===== src/sv/pmwq_pkg.sv =====
// Shared types, codes and default sizes for the priority mutex wait queue.
package pmwq_pkg;

   localparam int MAX_WAITERS_DEF   = 16;
   localparam int PRIORITY_BITS_DEF = 8;

   localparam logic [1:0] OP_CLAIM    = 2'd0;
   localparam logic [1:0] OP_RELEASE  = 2'd1;
   localparam logic [1:0] OP_WITHDRAW = 2'd2;

   localparam logic [2:0] ST_GRANTED     = 3'd0;
   localparam logic [2:0] ST_BLOCKED     = 3'd1;
   localparam logic [2:0] ST_FREED       = 3'd2;
   localparam logic [2:0] ST_HANDED      = 3'd3;
   localparam logic [2:0] ST_WITHDRAWN   = 3'd4;
   localparam logic [2:0] ST_NOT_WAITING = 3'd5;
   localparam logic [2:0] ST_REJECTED    = 3'd6;

   typedef struct packed {
      logic [1:0] opcode;
      logic [3:0] task_id;
      logic [7:0] priority_req;
   } req_type;

   typedef struct packed {
      logic [2:0] status;
      logic [3:0] woken_task;
      logic [7:0] ceiling_priority;
      logic [4:0] waiter_count;
   } rsp_type;

   // Broadcast controls from the sequencer to every cell of the list.
   typedef struct packed {
      logic       push;         // shift all entries one place away from the head
      logic       remove;       // close the gap at the selected entry
      logic       use_cand;     // select by search candidate rather than task match
      logic       cand_init;    // start a maximum search over the valid entries
      logic       search_step;  // narrow the candidates by one level bit
      logic [3:0] task_id;      // task to match against
   } cell_ctrl_type;

endpackage


===== src/sv/pmwq_cell.sv =====
// One wait-list entry with its share of the search, match and shift logic.
module pmwq_cell #(
   parameter  int LEVEL_W = pmwq_pkg::PRIORITY_BITS_DEF,
   localparam int IDX_W   = (LEVEL_W > 1) ? $clog2(LEVEL_W) : 1
) (
   input  logic                    clock,
   input  logic                    reset,
   input  pmwq_pkg::cell_ctrl_type ctrl,
   input  logic [IDX_W-1:0]        bit_idx,
   input  logic                    any_bit,
   input  logic                    left_valid,
   input  logic [3:0]              left_task,
   input  logic [LEVEL_W-1:0]      left_level,
   input  logic                    right_valid,
   input  logic [3:0]              right_task,
   input  logic [LEVEL_W-1:0]      right_level,
   input  logic                    after_in,
   output logic                    after_out,
   output logic                    valid_out,
   output logic [3:0]              task_out,
   output logic [LEVEL_W-1:0]      level_out,
   output logic                    bit_out,
   output logic [3:0]              woken_part
);

   logic               valid_ff, valid_in;
   logic [3:0]         task_ff, task_in;
   logic [LEVEL_W-1:0] level_ff, level_in;
   logic               cand_ff, cand_in;
   logic               sel;
   logic               first;

   // The selection is carried along the row so that every entry at or after
   // the chosen one knows to take its neighbour's contents on a removal.
   assign sel       = ctrl.use_cand ? cand_ff : (valid_ff && (task_ff == ctrl.task_id));
   assign after_out = after_in | sel;
   assign first     = sel & ~after_in;

   assign valid_out  = valid_ff;
   assign task_out   = task_ff;
   assign level_out  = level_ff;
   assign bit_out    = cand_ff & level_ff[bit_idx];
   assign woken_part = first ? task_ff : 4'd0;

   always_comb begin
      valid_in = valid_ff;
      task_in  = task_ff;
      level_in = level_ff;
      if (ctrl.push) begin
         valid_in = left_valid;
         task_in  = left_task;
         level_in = left_level;
      end else if (ctrl.remove && after_out) begin
         valid_in = right_valid;
         task_in  = right_task;
         level_in = right_level;
      end

      cand_in = cand_ff;
      if (ctrl.cand_init) begin
         cand_in = valid_ff;
      end else if (ctrl.search_step && any_bit) begin
         cand_in = cand_ff & level_ff[bit_idx];
      end
   end

   always_ff @(posedge clock) begin
      if (reset) begin
         valid_ff <= 1'b0;
         cand_ff  <= 1'b0;
      end else begin
         valid_ff <= valid_in;
         cand_ff  <= cand_in;
      end
   end

   always_ff @(posedge clock) begin
      task_ff  <= task_in;
      level_ff <= level_in;
   end

endmodule


===== src/sv/pmwq_chain.sv =====
// Row of wait-list cells, with the head fed by a new claimant.
module pmwq_chain #(
   parameter  int MAX_WAITERS   = pmwq_pkg::MAX_WAITERS_DEF,
   parameter  int PRIORITY_BITS = pmwq_pkg::PRIORITY_BITS_DEF,
   localparam int IDX_W         = (PRIORITY_BITS > 1) ? $clog2(PRIORITY_BITS) : 1
) (
   input  logic                     clock,
   input  logic                     reset,
   input  pmwq_pkg::cell_ctrl_type  ctrl,
   input  logic [IDX_W-1:0]         bit_idx,
   input  logic [3:0]               new_task,
   input  logic [PRIORITY_BITS-1:0] new_level,
   output logic                     found,
   output logic [3:0]               woken_task
);

   logic                     valid_w   [MAX_WAITERS];
   logic [3:0]               task_w    [MAX_WAITERS];
   logic [PRIORITY_BITS-1:0] level_w   [MAX_WAITERS];
   logic [3:0]               woken_w   [MAX_WAITERS];
   logic [MAX_WAITERS-1:0]   bit_w;
   logic [MAX_WAITERS:0]     after_w;
   logic                     any_bit;

   assign after_w[0] = 1'b0;
   assign any_bit    = |bit_w;
   // With task matching this is true when the task is anywhere in the list.
   assign found      = after_w[MAX_WAITERS];

   always_comb begin
      woken_task = 4'd0;
      for (int i = 0; i < MAX_WAITERS; i++) begin
         woken_task = woken_task | woken_w[i];
      end
   end

   for (genvar i = 0; i < MAX_WAITERS; i++) begin : g_cell
      logic                     l_valid, r_valid;
      logic [3:0]               l_task, r_task;
      logic [PRIORITY_BITS-1:0] l_level, r_level;

      if (i == 0) begin : g_head
         assign l_valid = 1'b1;
         assign l_task  = new_task;
         assign l_level = new_level;
      end else begin : g_body
         assign l_valid = valid_w[i-1];
         assign l_task  = task_w[i-1];
         assign l_level = level_w[i-1];
      end

      if (i == MAX_WAITERS - 1) begin : g_tail
         assign r_valid = 1'b0;
         assign r_task  = 4'd0;
         assign r_level = '0;
      end else begin : g_inner
         assign r_valid = valid_w[i+1];
         assign r_task  = task_w[i+1];
         assign r_level = level_w[i+1];
      end

      pmwq_cell #(
         .LEVEL_W (PRIORITY_BITS)
      ) u_cell (
         .clock       (clock),
         .reset       (reset),
         .ctrl        (ctrl),
         .bit_idx     (bit_idx),
         .any_bit     (any_bit),
         .left_valid  (l_valid),
         .left_task   (l_task),
         .left_level  (l_level),
         .right_valid (r_valid),
         .right_task  (r_task),
         .right_level (r_level),
         .after_in    (after_w[i]),
         .after_out   (after_w[i+1]),
         .valid_out   (valid_w[i]),
         .task_out    (task_w[i]),
         .level_out   (level_w[i]),
         .bit_out     (bit_w[i]),
         .woken_part  (woken_w[i])
      );
   end

endmodule


===== src/sv/priority_mutex_wait_queue.sv =====
// Top level of the priority mutex wait queue: sequencer, mutex state and response register.
//
//   Channel   Direction  Handshake              Payload
//   req_      in         req_valid / req_stall  pmwq_pkg::req_type
//   rsp_      out        rsp_valid / rsp_stall  pmwq_pkg::rsp_type
//
// Claim and withdraw capture the request in S_IDLE and update the list in
// S_APPLY. A release with waiters passes through S_SEARCH in between, as the
// maximum search across the cells settles one level bit per cycle, MSB first.
// One request is in progress at a time; a new one is accepted while the
// previous response still waits in the output register.
// A stalled response holds the update cycle until the register is free.
// Reset is synchronous and empties the list, frees the mutex and zeroes the ceiling.
module priority_mutex_wait_queue #(
   parameter int MAX_WAITERS   = pmwq_pkg::MAX_WAITERS_DEF,
   parameter int PRIORITY_BITS = pmwq_pkg::PRIORITY_BITS_DEF
) (
   input  logic              clock,
   input  logic              reset,
   input  logic              req_valid,
   output logic              req_stall,
   input  pmwq_pkg::req_type req_data,
   output logic              rsp_valid,
   input  logic              rsp_stall,
   output pmwq_pkg::rsp_type rsp_data
);

   localparam int CNT_W = $clog2(MAX_WAITERS + 1);
   localparam int IDX_W = (PRIORITY_BITS > 1) ? $clog2(PRIORITY_BITS) : 1;

   typedef enum logic [2:0] {
      S_IDLE   = 3'b001,
      S_SEARCH = 3'b010,
      S_APPLY  = 3'b100
   } state_type;

   state_type                state_ff, state_in;
   pmwq_pkg::req_type        req_ff;
   logic [IDX_W-1:0]         bit_ff, bit_in;
   logic                     taken_ff, taken_in;
   logic [PRIORITY_BITS-1:0] ceiling_ff, ceiling_in;
   logic [CNT_W-1:0]         count_ff, count_in;
   logic                     rsp_valid_ff, rsp_valid_in;
   pmwq_pkg::rsp_type        rsp_data_ff, rsp_data_in;

   pmwq_pkg::cell_ctrl_type  ctrl;
   logic                     accept;
   logic                     commit;
   logic                     found;
   logic [3:0]               woken;
   logic [PRIORITY_BITS-1:0] req_level;
   logic [2:0]               status;

   assign req_stall = (state_ff != S_IDLE);
   assign accept    = req_valid && !req_stall;
   assign commit    = (state_ff == S_APPLY) && (!rsp_valid_ff || !rsp_stall);
   assign req_level = req_ff.priority_req[PRIORITY_BITS-1:0];
   assign rsp_valid = rsp_valid_ff;
   assign rsp_data  = rsp_data_ff;

   pmwq_chain #(
      .MAX_WAITERS   (MAX_WAITERS),
      .PRIORITY_BITS (PRIORITY_BITS)
   ) u_chain (
      .clock      (clock),
      .reset      (reset),
      .ctrl       (ctrl),
      .bit_idx    (bit_ff),
      .new_task   (req_ff.task_id),
      .new_level  (req_level),
      .found      (found),
      .woken_task (woken)
   );

   always_comb begin
      state_in   = state_ff;
      bit_in     = bit_ff;
      taken_in   = taken_ff;
      ceiling_in = ceiling_ff;
      count_in   = count_ff;
      status     = pmwq_pkg::ST_REJECTED;

      ctrl             = '0;
      ctrl.task_id     = req_ff.task_id;
      ctrl.use_cand    = (req_ff.opcode == pmwq_pkg::OP_RELEASE);
      // Candidates are loaded on every accepted request; only a release uses them.
      ctrl.cand_init   = accept;
      ctrl.search_step = (state_ff == S_SEARCH);

      case (state_ff)
         S_IDLE: begin
            if (accept) begin
               bit_in = IDX_W'(PRIORITY_BITS - 1);
               if ((req_data.opcode == pmwq_pkg::OP_RELEASE) && (count_ff != '0)) begin
                  state_in = S_SEARCH;
               end else begin
                  state_in = S_APPLY;
               end
            end
         end
         S_SEARCH: begin
            if (bit_ff == '0) begin
               state_in = S_APPLY;
            end else begin
               bit_in = bit_ff - 1'b1;
            end
         end
         S_APPLY: begin
            case (req_ff.opcode)
               pmwq_pkg::OP_CLAIM: begin
                  if (!taken_ff) begin
                     taken_in   = 1'b1;
                     ceiling_in = req_level;
                     status     = pmwq_pkg::ST_GRANTED;
                  end else if (found || (count_ff == CNT_W'(MAX_WAITERS))) begin
                     status = pmwq_pkg::ST_REJECTED;
                  end else begin
                     ctrl.push = commit;
                     count_in  = count_ff + 1'b1;
                     if (req_level > ceiling_ff) begin
                        ceiling_in = req_level;
                     end
                     status = pmwq_pkg::ST_BLOCKED;
                  end
               end
               pmwq_pkg::OP_RELEASE: begin
                  if (count_ff == '0) begin
                     taken_in = 1'b0;
                     status   = pmwq_pkg::ST_FREED;
                  end else begin
                     ctrl.remove = commit;
                     taken_in    = 1'b1;
                     count_in    = count_ff - 1'b1;
                     status      = pmwq_pkg::ST_HANDED;
                  end
               end
               pmwq_pkg::OP_WITHDRAW: begin
                  if (found) begin
                     ctrl.remove = commit;
                     count_in    = count_ff - 1'b1;
                     status      = pmwq_pkg::ST_WITHDRAWN;
                  end else begin
                     status = pmwq_pkg::ST_NOT_WAITING;
                  end
               end
               default: begin
                  status = pmwq_pkg::ST_REJECTED;
               end
            endcase
            if (commit) begin
               state_in = S_IDLE;
            end else begin
               taken_in   = taken_ff;
               ceiling_in = ceiling_ff;
               count_in   = count_ff;
            end
         end
         default: begin
            state_in = S_IDLE;
         end
      endcase

      rsp_data_in.status           = status;
      rsp_data_in.woken_task       = (status == pmwq_pkg::ST_HANDED) ? woken : 4'd0;
      rsp_data_in.ceiling_priority = 8'(ceiling_in);
      rsp_data_in.waiter_count     = 5'(count_in);

      if (commit) begin
         rsp_valid_in = 1'b1;
      end else if (!rsp_stall) begin
         rsp_valid_in = 1'b0;
      end else begin
         rsp_valid_in = rsp_valid_ff;
      end
   end

   always_ff @(posedge clock) begin
      if (reset) begin
         state_ff     <= S_IDLE;
         bit_ff       <= '0;
         taken_ff     <= 1'b0;
         ceiling_ff   <= '0;
         count_ff     <= '0;
         rsp_valid_ff <= 1'b0;
      end else begin
         state_ff     <= state_in;
         bit_ff       <= bit_in;
         taken_ff     <= taken_in;
         ceiling_ff   <= ceiling_in;
         count_ff     <= count_in;
         rsp_valid_ff <= rsp_valid_in;
      end
   end

   always_ff @(posedge clock) begin
      if (accept) begin
         req_ff <= req_data;
      end
      if (commit) begin
         rsp_data_ff <= rsp_data_in;
      end
   end

endmodule

===== config.mk =====
export PLATFORM = sky130hd
export DESIGN_NAME = priority_mutex_wait_queue
export DESIGN_NICKNAME = d
export VERILOG_FILES = /design/src/sv/pmwq_pkg.sv /design/src/sv/pmwq_cell.sv /design/src/sv/pmwq_chain.sv /design/src/sv/priority_mutex_wait_queue.sv
export SDC_FILE = /design/constraint.sdc
export NUM_CORES = 1
export LEC_CHECK = 0
export ABC_AREA = 1
export BUFFER_PORTS_ARGS = -buffer_cell sky130_fd_sc_hd__buf_2
export CAP_MARGIN = 20
export CORE_ASPECT_RATIO = 0.8
export CORE_UTILIZATION = 35
export DETAILED_ROUTE_END_ITERATION = 7
export GPL_ROUTABILITY_DRIVEN = 1
export PLACE_DENSITY = 0.54
export SLEW_MARGIN = 20
export SYNTH_ARGS = -nofsm -noshare
export SYNTH_HDL_FRONTEND = slang
export SYNTH_SLANG_ARGS = --single-unit

===== constraint.sdc =====
create_clock -name clock -period 4.9 [get_ports clock]
set_clock_uncertainty 0.2 [all_clocks]
set_input_delay 0 -clock clock [delete_from_list [all_inputs] [get_ports clock]]
set_output_delay 0 -clock clock [all_outputs]
set_load 0.02 [all_outputs]

==> summary by stage, run 1 <==
Outcome
The run finished with clean final reports.

Setup path
The number of cells on the worst reg-to-reg path is 10. The setup slack on the worst flop-to-flop path is 0.59 ns. For the worst setup path, the data required time is 5.15 ns. Data on the critical path arrives at its endpoint at 4.56 ns. The worst setup path is launched from a register. The reg-to-reg critical path endpoint is u_chain.g_cell[8].u_cell.cand_ff. The startpoint of the worst-slack reg-to-reg timing path is bit_ff[0].

Of all nets on the critical path, the largest fanout is 23. The nature of the critical path endpoint is a register. The type of the setup path with the least slack is reg2reg.

Floorplanning
In this run the vertical extent of the chip is 188 um. During I/O placement, the number of pins put on the boundary was 40. The horizontal die dimension is 235 um. The core area is 0.0423 mm2. The initialized floorplan defines 67 standard-cell rows. The initial utilization of the core area, before any placement, comes to 0.359. The die covers 0.0441 mm2.

CTS
In this run the number of H-tree levels came out at 1. Counting the buffers created by CTS gives 29. Clock-pin slew was measured on the worst setup and hold paths at 0.06 ns.

The sink count of the clock tree is 279. After clock tree synthesis, the flow added hold-fix buffers numbering 32. Clock tree synthesis selected as its root buffer the cell clkbuf_16. Once the clock tree was built, the setup fixing pass inserted 0 buffers. The CTS tree is yes.

The clock tree buffer depth is 3. The latest clock arrival within the worst-skew pair is 0.57 ns. Gates resized during post-CTS repair numbered 0.

Global route
The first global-routing pass estimated 71200 um of wire. The total overflow left after global routing is 0. The number of antenna violations at the first check in global routing was 0.

For this run, the total global-route usage over all layers was measured as 0.206. The pin count of the biggest net entering global routing is 55. The number of global-route vias before repair was 12191.

Yosys
The fraction of post-synthesis cell area in the top cell type by area is 0.448. The synthesis warning total is 0. The post-synthesis instance total is 1829.

The synthesized netlist contains 47 unique library cells. For this run, the leading register cell type out of synthesis is edfxtp_1. Yosys mapped a number of flops with a built-in enable equal to 226. Sorting the synthesized cells by area gives the leading types as edfxtp_1, nand2_1, dfxtp_1.

Of all cell types, the one taking the most synthesized area is edfxtp_1. The average instance area after synthesis is 8.28 um2. The register bit count reported by yosys is 279. Of the synthesized area, sequential elements account for 0.518. The fraction of registers with async set/reset is 0. The post-synthesis instance area is 0.0151 mm2.

The number of nets in the synthesized netlist is 1863.

Routing
The number of design rule violations left after detail routing is 0. The average wire per cell in the routed design is 18.5 um. In the routed layout, each cell is associated on average with a via count of 5.21. The routed design has 45700 um of wire.

The count of antenna-violating nets left after detailed routing is 0. The total number of vias is 12820. The first-pass detailed-route iteration total is 7.

The first routing iteration left 1279 violations.

Final layout
The non-filler instance count after layout is 2462. After filler insertion, the fill cell instance count of the layout stands at 4340. The number of inserted diodes is 0. The combined area of the multi-input logic cells is 0.00602 mm2. Summing all non-filler instances in the final layout gives an area of 0.0173 mm2. Leaving out fill and tap cells, the most frequent cell in the layout is nand2_1. In the final layout, the share of cells above drive strength 1 is 0.0901. At the end of the flow the core is filled with cells to 0.409. Leaving out fill and tap cells, the most frequent cells in the layout are nand2_1, edfxtp_1, inv_1. Compared with the post-synthesis result, the final layout area differs by 13.9%. The number of nets at the end of the flow is 1922. Across the whole layout, storage elements account for 0.00785 mm2.

STA
Counting I/O delays and the setup requirement, the final critical path takes 4.31 ns. Setup repair after global routing left no endpoint under its margin. The final worst slack is 0.588 ns. The final max-slew violation count is 0. Headroom to the max-slew limit came out at 0.523.

The achievable frequency is 232 MHz. At the pin with the least slew margin, the transition time is 0.715 ns. The final count of negative-setup-slack endpoints is 0.

Dividing the final minimum period by the clock period gives 0.880. The number of endpoints with negative hold slack in the final report came to 0. The sum of negative setup slack is 0 ns. Final hold analysis gives a worst-case slack of 0.155 ns.

Power and ir drop
Overall power consumption after layout is estimated at 6.21 mW. The power per cell area is 360 mW/mm2. VDD sags by at most 273 uV.

Summed over all cells, the static leakage comes to 7.14 nW.

Placed design
The number of buffer cells added on primary ports is 39. Routability-driven placement finished with a final weighted congestion of 0.895. The setup slack at placement is 0.600 ns.

Once placement completed, the tool counted placed cells totaling 2377. The post-DP HPWL is 32300 um. The placed instances occupy a cell area of 0.0160 mm2.

Min path
The worst min-delay path class is in2reg. The path with the worst hold slack has its endpoint at state_ff[2]. The worst hold path was traced through 5 stages. The startpoint identified for the worst hold timing path is req_data[12].

Job
The tool flagged a number of max-cap violations equal to 0.
layer usage:
metal / vias to the layer above / share of wire / global-route usage / wire [um]
li1: 6301 / - / - / -
met1: 6033 / 0.50 / 0.316 / 22700
met2: 420 / 0.41 / 0.300 / 18800
met3: 66 / 0.066 / 0.0328 / 3030
met4: 0 / 0.024 / 0.0516 / 1080
met5: - / 0 / 0 / 0
synth_stat cells, types with 6 or more instances:
cell type / n
o21ai_0: 121
inv_1: 210
nand3_1: 112
buf_2: 37
xnor2_1: 11
nand2_1: 427
nor2_1: 166
dfxtp_1: 53
buf_4: 7
clkbuf_1: 44
o22ai_1: 16
buf_6: 6
edfxtp_1: 226
o211ai_1: 21
xor2_1: 9
o21ai_1: 150
nand4_1: 11
a21oi_1: 110
ha_1: 16
nand3_2: 6
area by class of cell:
cell class,count,area share
Timing Repair Buffer,126,0.0545
Clock inverter,11,0.00732
Inverter,217,0.0475
Clock buffer,42,0.0472
Sequential cell,279,0.455
Tap cell,552,0.0400
Multi-Input combinational cell,1235,0.349
flip-flops by register name, summed over array words and instances (netlist names):
name,count
ctrl,4
state_ff,3
taken_ff,1
rsp_data,20
u_chain.g_cell.u_cell.task_out,64
req_ff,2
bit_ff,3
u_chain.g_cell.u_cell.level_out,128
u_chain.g_cell.u_cell.valid_out,16
rsp_valid,1
u_chain.g_cell.u_cell.cand_ff,16
req_level,8
ceiling_ff,8
count_ff,5
critical path, cell delays in order, from the launching register on:
cell and delay [ns]:
dfxtp_2 0.70, clkinv_1 0.67, o21ai_0 0.36, o221ai_1 0.20, nand3_1 0.41, nand4_1 0.38
o41ai_1 0.36, nand2_1 0.35, buf_4 0.32, o21ai_0 0.18, a21oi_1 0.05
power by group:
part | switching [mW] | total, mW | leakage, nW | internal [mW]
combinational | 0.869 | 1.25 | 4.22 | 0.381
sequential | 0.0942 | 2.72 | 2.45 | 2.63
clock | 0.940 | 2.24 | 0.463 | 1.30
total | 1.90 | 6.21 | 7.14 | 4.31
logic make-up after synthesis:
family	count (synthesis)	synth area share
compound gates	443	0.156
fa+ha+maj	16	0.0132
xor+xnor	20	0.0116
buf+inv	315	0.0861
simple gates	756	0.215
flops	279	0.518
worst max-delay path by stage:
stage / from / to / cells past startpoint
finish: bit_ff[0] / u_chain.g_cell[8].u_cell.cand_ff / 10
global route: req_ff[13] / u_chain.g_cell[2].u_cell.level_out[5] / 17
CTS: bit_ff[0] / u_chain.g_cell[8].u_cell.cand_ff / 10
detailed placement: bit_ff[0] / u_chain.g_cell[7].u_cell.cand_ff / 10
global placement: bit_ff[0] / u_chain.g_cell[0].u_cell.cand_ff / 10
floorplan: state_ff[2] / u_chain.g_cell[0].u_cell.level_out[0] / 9
Power figures use the tool's default switching activity.
==> run 2, diff against run 1 <==
--- a/config.mk
+++ b/config.mk
@@ -12,7 +12,9 @@
 export CORE_UTILIZATION = 35
 export DETAILED_ROUTE_END_ITERATION = 7
 export GPL_ROUTABILITY_DRIVEN = 1
+export GPL_TIMING_DRIVEN = 0
 export PLACE_DENSITY = 0.54
+export RECOVER_POWER = 50
 export SLEW_MARGIN = 20
 export SYNTH_ARGS = -nofsm -noshare
 export SYNTH_HDL_FRONTEND = slang
==> summary by stage, run 2 (same netlist as run 1, synthesis figures left out) <==
Outcome
Result of the run: finished, violations left (was complete, no violations). The checks that failed: max-capacitance violations, max-slew violations.

STA
The final cycle utilization of the critical path is 0.938 (was 0.880). The sum of negative setup slack is 0 ns (unchanged). The slew at the pin closest to its max-slew limit is 1.62 ns (was 0.715 ns). The number of endpoints with negative hold slack in the final report is 0 (unchanged). The achievable frequency was 218 MHz (was 232 MHz). The worst hold slack across all endpoints is 0.182 ns (was 0.155 ns).

The final worst slack is 0.306 ns (was 0.588 ns). The final max-slew violation count is 24 (was 0). The minimum clock period after layout was 4.59 ns (was 4.31 ns). The final count of negative-setup-slack endpoints is 0 (unchanged).

RSZ-0062 raised after global routing: false (unchanged). The relative slew slack came to -0.0812 (was 0.523).

CTS
The latest clock arrival within the worst-skew pair is 0.58 ns (was 0.57 ns). The post-CTS setup buffer count is 0 (unchanged). The clock tree root driver cell was clkbuf_16 (unchanged). The sink count of the clock tree is 279 (unchanged).

The CTS H-tree depth was 1 (unchanged). The clock-pin transition on the worst setup and hold timing paths is 0.07 ns (was 0.06 ns). The clock tree buffer depth is 3 (unchanged).

The CTS tree is yes (unchanged). The total CTS buffers is 30 (was 29).

Setup path
The data required time at the worst endpoint is 4.90 ns (was 5.15 ns). The nature of the critical path endpoint is a register (unchanged). The startpoint of the worst-slack reg-to-reg timing path is ctrl[0] (was bit_ff[0]).

The launching element of the worst setup path is ctrl[0] (was bit_ff[0]). The arrival time at the worst endpoint was 4.60 ns (was 4.56 ns). The setup slack on the worst flop-to-flop path is 0.31 ns (was 0.59 ns). The largest fanout of any net on the critical path is 12 (was 23). The type of the setup path with the least slack is reg2reg (unchanged). The type of element launching the critical path is a register (unchanged).

Floorplanning
The die area is 0.0441 mm2 (unchanged). The core area is 0.0423 mm2 (unchanged). The vertical die dimension came to 188 um (unchanged). The I/O pin total is 40 (unchanged). The floorplan row count is 67 (unchanged). The starting utilization of the core area is 0.359 (unchanged). The horizontal die dimension was 235 um (unchanged).

Final layout
The layout overhead on the synthesized area came to 14.1% (was 13.9%). The flip-flop count of the largest register, all copies and words added is 128 (unchanged). Commonest cells after routing, fill and taps aside: nand2_1, edfxtp_1, inv_1 (unchanged). The flip-flop and latch area came to 0.00785 mm2 (about the same). The most frequent standard cell in the layout excluding fill and tap cells is nand2_1 (unchanged). The number of inserted diodes is 0 (unchanged). The combined area of the multi-input logic cells is 0.00600 mm2 (was 0.00602 mm2). The utilization of the core after routing is 0.409 (about the same). The share of final-layout standard cells stronger than drive strength 1 came to 0.0659 (was 0.0901).

The number of nets at the end of the flow is 1967 (was 1922). The total of fill cells in the finished design was 4401 (was 4340).

Min path
The startpoint of the tightest hold check path is req_valid (was req_data[12]). The worst min-delay path class is in2reg (unchanged).

Placed design
The post-DP HPWL came to 40600 um (was 32300 um). The setup slack at placement is 0.362 ns (was 0.600 ns). The final weighted congestion of routability-driven global placement is 0.946 (was 0.895). The number of buffer cells added on primary ports is 39 (unchanged).

Power and ir drop
The total power draw is 6.36 mW (was 6.21 mW). The leakage power is 7.03 nW (was 7.14 nW). The power per cell area is 368 mW/mm2 (was 360 mW/mm2). The peak ir drop on the vdd network was 246 uV (was 273 uV).

Routing
The count of routing violations after the opening detailed-route iteration is 1845 (was 1279). The count of antenna-violating nets left after detailed routing is 0 (unchanged). The average wire per cell in the routed design is 21.5 um (was 18.5 um). The aggregate routed wire length is 53900 um (was 45700 um). The total number of vias came to 13758 (was 12820).

The detail-routed via count per cell is 5.48 (was 5.21). The first-pass detailed-route iteration total is 6 (was 7). The number of design rule violations left after detail routing is 0 (unchanged).

Job
The max-cap check violation count was 1 (was 0).

Global route
The first-pass GRT wire length is 81300 um (was 71200 um). The number of global-route vias before repair is 13155 (was 12191). The number of antenna violations at the first check in global routing is 1 (was 0). The global router's overall resource usage came to 0.243 (was 0.206).

The pin count of the biggest net entering global routing is 25 (was 55). The residual overflow from global routing came to 0 (unchanged).
run 2: cell types whose count changed in the layout (fill, tap and decap cells not counted), moves of 6 or more:
cell	before	now
buf_4	54	5
buf_6	0	6
clkbuf_1	9	93
clkbuf_2	0	6
o21ai_0	121	202
o21ai_1	150	69
run 2: worst max-delay path, cell delays in order, from the launching register on:
cell	delay (ns)
edfxtp_1	0.45
inv_2	0.20
clkbuf_1	0.59
a21oi_1	0.15
nand2_1	0.10
nand2_1	0.17
nor2_4	0.23
nand4_4	0.11
nor2_4	0.16
nand4_4	0.16
nor2_4	0.17
nand4_4	0.20
nor2_2	0.20
nand2_2	0.15
buf_2	0.30
buf_2	0.23
nand2_1	0.43
run 2: layer usage:
| metal | up-vias | share of wire | GRT usage |
|---|---|---|---|
| met2 | 746 | 0.39 | 0.337 |
| met1 | 6560 | 0.48 | 0.384 |
| met3 | 71 | 0.10 | 0.0439 |
| met5 | - | 0 | 0 |
| met4 | 0 | 0.023 | 0.0539 |
| li1 | 6381 | - | - |
run 2: area by class of cell:
cell class                 instances  share of cell area
sequential                       279               0.454
multi-input combinational       1235               0.347
clock buffer                      49              0.0505
inverter                         217              0.0474
tap                              552              0.0400
timing repair buffer              72              0.0287
buffer                            98              0.0270
clock inverter                     7             0.00514
run 2: worst paths after layout:
check,endpoint,depth (start not counted)
worst max-delay path,u_chain.g_cell[15].u_cell.task_out[2],16
worst min-delay path,state_ff[2],5
worst max register to register,u_chain.g_cell[15].u_cell.task_out[2],16
worst min register to register,u_chain.g_cell[15].u_cell.valid_out,2
run 2: per-stage QoR:
step / std cells / cell area (um2)
finish: 2509 / 17300
global route: 2509 / 17300
CTS: 2509 / 17300
detailed placement: 2420 / 16000
global placement: 2420 / 16000
floorplan: 1829 / 15100
run 2: what timing repair did:
item                       4_1_cts  5_1_grt
hold endpoints to repair        68        0
gates resized for setup          0        1
setup endpoints to repair        0        1
hold buffers                    33        0
run 2: power breakdown:
part	switching [mW]	total (mW)	internal, mW
sequential	0.0700	2.70	2.63
clock	0.981	2.30	1.32
combinational	0.988	1.36	0.373
==> run 3, diff against run 2 <==
--- a/config.mk
+++ b/config.mk
@@ -9,11 +9,11 @@
 export BUFFER_PORTS_ARGS = -buffer_cell sky130_fd_sc_hd__buf_2
 export CAP_MARGIN = 20
 export CORE_ASPECT_RATIO = 0.8
-export CORE_UTILIZATION = 35
+export CORE_UTILIZATION = 45
 export DETAILED_ROUTE_END_ITERATION = 7
 export GPL_ROUTABILITY_DRIVEN = 1
 export GPL_TIMING_DRIVEN = 0
-export PLACE_DENSITY = 0.54
+export PLACE_DENSITY = 0.65
 export RECOVER_POWER = 50
 export SLEW_MARGIN = 20
 export SYNTH_ARGS = -nofsm -noshare
==> summary by stage, run 3 (same netlist as run 1, synthesis figures left out) <==
Power and ir drop
The peak ir drop on the vdd network is 294 uV (was 246 uV). The combinational fraction of design power is 0.212 (was 0.214). The clock share of power is 0.363 (was 0.361). The power per cell area is 372 mW/mm2 (was 368 mW/mm2). The design internal power is 4.34 mW (was 4.32 mW). The switching power summed over all nets is 2.04 mW (about the same). The switching share of power came to 0.320 (was 0.321). The portion of total power attributed to sequential cells came to 0.425 (was 0.424). The leakage power came to 7.04 nW (was 7.03 nW).

Final layout
The number of nets at the end of the flow is 1966 (was 1967). The flip-flop and latch area came to 0.00785 mm2 (unchanged). The cell area after layout was 0.0171 mm2 (was 0.0173 mm2). The layout overhead on the synthesized area is 13.1% (was 14.1%). The utilization of the core after routing came to 0.522 (was 0.409).

The combined area of the multi-input logic cells was 0.00599 mm2 (was 0.00600 mm2). The total of fill cells in the finished design came to 3165 (was 4401). The flip-flop count of the largest register, all copies and words added is 128 (unchanged).

The share of final-layout standard cells stronger than drive strength 1 is 0.0650 (was 0.0659). Commonest cells after routing, fill and taps aside: nand2_1, edfxtp_1, o21ai_0 (was nand2_1, edfxtp_1, inv_1). The most frequent standard cell in the layout excluding fill and tap cells is nand2_1 (unchanged). The number of inserted diodes came to 0 (unchanged).

Placed design
The cell area reported after detailed placement came to 0.0159 mm2 (was 0.0160 mm2). The post-DP HPWL came to 38600 um (was 40600 um). The number of buffer cells added on primary ports came to 39 (unchanged).

The setup slack at placement came to 0.372 ns (was 0.362 ns). The final weighted congestion of routability-driven global placement came to 0.953 (was 0.946).

STA
The final worst slack is 0.216 ns (was 0.306 ns). The final count of negative-setup-slack endpoints was 0 (unchanged). The relative slew slack is 0.0263 (was -0.0812).

The final max-slew violation count is 0 (was 24). The number of endpoints with negative hold slack in the final report is 0 (unchanged). The minimum clock period after layout was 4.68 ns (was 4.59 ns). The final cycle utilization of the critical path is 0.956 (was 0.938). RSZ-0062 raised after global routing: false (unchanged). The achievable frequency is 213 MHz (was 218 MHz).

The slew at the pin closest to its max-slew limit was 1.46 ns (was 1.62 ns).

Routing
The aggregate routed wire length is 51800 um (was 53900 um). The average wire per cell in the routed design was 21.7 um (was 21.5 um). The first-pass detailed-route iteration total was 8 (was 6).

The total number of vias is 13845 (was 13758). The count of routing violations after the opening detailed-route iteration came to 2145 (was 1845). The number of design rule violations left after detail routing is 0 (unchanged).

The count of antenna-violating nets left after detailed routing is 0 (unchanged). The detail-routed via count per cell was 5.81 (was 5.48).

Floorplanning
The core area is 0.0329 mm2 (was 0.0423 mm2). The die area is 0.0344 mm2 (was 0.0441 mm2). The floorplan row count was 59 (was 67). The starting utilization of the core area is 0.461 (was 0.359). The I/O pin total is 40 (unchanged). The vertical die dimension is 166 um (was 188 um). The horizontal die dimension is 207 um (was 235 um).

Setup path
The critical path's largest stage delay is 0.54 ns (was 0.59 ns). Critical path, cell by cell: inv_1 -> ha_1 -> buf_4 -> clkbuf_1 -> nor4_1 -> a31oi_1 -> nand4_4 -> nor2_4 -> nand4_4 -> nor2_4 -> nand4_4 -> nor3_4 -> buf_4 -> buf_2 -> nand2_1 -> o21ai_1 (was inv_2 -> clkbuf_1 -> a21oi_1 -> nand2_1 -> nand2_1 -> nor2_4 -> nand4_4 -> nor2_4 -> nand4_4 -> nor2_4 -> nand4_4 -> nor2_2 -> nand2_2 -> buf_2 -> buf_2 -> nand2_1). The most numerous cell on the critical path is nand4_4.

The type of element launching the critical path is a register (unchanged). The arrival time at the worst endpoint was 4.91 ns (was 4.60 ns). The cell type of the slowest stage on the worst timing path is nor3_4 (was clkbuf_1). The largest fanout of any net on the critical path is 10 (was 12).

The data required time at the worst endpoint is 5.13 ns (was 4.90 ns). The buffer and inverter count on the worst path was 5 (was 4). The type of the setup path with the least slack is reg2reg (unchanged). The nature of the critical path endpoint is a register (unchanged). The dominant delay contributor by cell family on the critical path was simple AND/OR/NAND/NOR gates (unchanged). The setup slack on the worst flop-to-flop path is 0.22 ns (was 0.31 ns).

Global route
The pin count of the biggest net entering global routing is 25 (unchanged). The residual overflow from global routing came to 0 (unchanged). The number of global-route vias before repair was 12732 (was 13155). The global router's overall resource usage is 0.295 (was 0.243). The first-pass GRT wire length is 76800 um (was 81300 um). The number of antenna violations at the first check in global routing was 0 (was 1).

Job
The max-cap check violation count is 0 (was 1).

Outcome
Result of the run: complete, no violations (was finished, violations left).

CTS
The clock tree buffer depth came to 3 (unchanged). The CTS H-tree depth is 1 (unchanged). The CTS tree is yes (unchanged). The clock tree root driver cell is clkbuf_16 (unchanged). The post-CTS setup buffer count came to 0 (unchanged). The sink count of the clock tree was 279 (unchanged). The latest clock arrival within the worst-skew pair came to 0.58 ns (about the same).

The total CTS buffers was 30 (unchanged). The clock-pin transition on the worst setup and hold timing paths is 0.06 ns (was 0.07 ns). The count of instances resized after the clock tree is built is 0 (unchanged).

Min path
The worst min-delay path class is in2reg (unchanged).
==> run 3: cell types whose count changed in the layout (fill, tap and decap cells not counted), sizes merged <==
| cell | delta |
|---|---|
| bufinv | -2 |
| inv | +1 |
| clkbuf | +1 |
| clkinv | -1 |
| dlygate4sd3 | -1 |
==> run 3: timing repair <==
item	4_1_cts	5_1_grt
hold buffers	32	0
setup endpoints to repair	0	0
endpoints found under the hold margin	61	0
==> run 3: power by group through the flow <==
stage | logic (mW) | registers (mW) | clock network (mW)
finish | 1.35 | 2.71 | 2.32
global route | 1.45 | 2.72 | 2.41
CTS | 1.31 | 2.71 | 2.33
detailed placement | 1.28 | 2.76 | 0
global placement | 1.27 | 2.76 | 0
floorplan | 0.831 | 2.73 | 0
==> run 3: path summary, 6_finish.rpt <==
path / end / startpoint / depth (start not counted)
max: u_chain.g_cell[0].u_cell.level_out[4] / req_ff[13] / 16
min reg2reg: u_chain.g_cell[15].u_cell.valid_out / u_chain.g_cell[14].u_cell.valid_out / 2
max reg2reg: u_chain.g_cell[0].u_cell.level_out[4] / req_ff[13] / 16
min: state_ff[0] / req_valid / 5
==> run 3: metrics by stage <==
| stage | power, mW | setup TNS, ns | cells | hold slack (ns) |
|---|---|---|---|---|
| after detailed placement | 4.04 | 0 | 2295 | -0.0219 |
| after CTS | 6.34 | 0 | 2382 | 0.0674 |
| final | 6.38 | 0 | 2382 | 0.101 |
| after floorplan | 3.56 | 0 | 1829 | -0.101 |
| after global placement | 4.03 | -43.57 | 2295 | -0.0205 |
| after global routing | 6.57 | 0 | 2382 | 0.129 |
==> run 3: layout make-up <==
| type | count | share of cell area |
|---|---|---|
| plain buffers | 98 | 0.0270 |
| clock buffers | 50 | 0.0566 |
| clock inverters | 5 | 0.00146 |
| inverters | 217 | 0.0478 |
| multi-input cells | 1235 | 0.350 |
| flip-flops and latches | 279 | 0.458 |
| well taps | 427 | 0.0312 |
| repair buffers | 71 | 0.0283 |
==> run 3: worst reg2reg max path: cells and delay by family, from the launching register on <==
| kind | cells | cell delay (ns) |
|---|---|---|
| adders and majority gates | 1 | 0.17 |
| AOI/OAI and AO/OA | 2 | 0.49 |
| buffers and inverters | 5 | 1.52 |
| DFF | 1 | 0.43 |
| and+or+nand+nor | 8 | 1.72 |
==> run 3: metal layers <==
metal | routed length [um] | GRT usage | vias up
li1 | - | - | 6369
met1 | 23300 | 0.450 | 6552
met2 | 21400 | 0.428 | 846
met3 | 5770 | 0.0567 | 78
met4 | 1280 | 0.0733 | 0
met5 | 0 | 0 | -
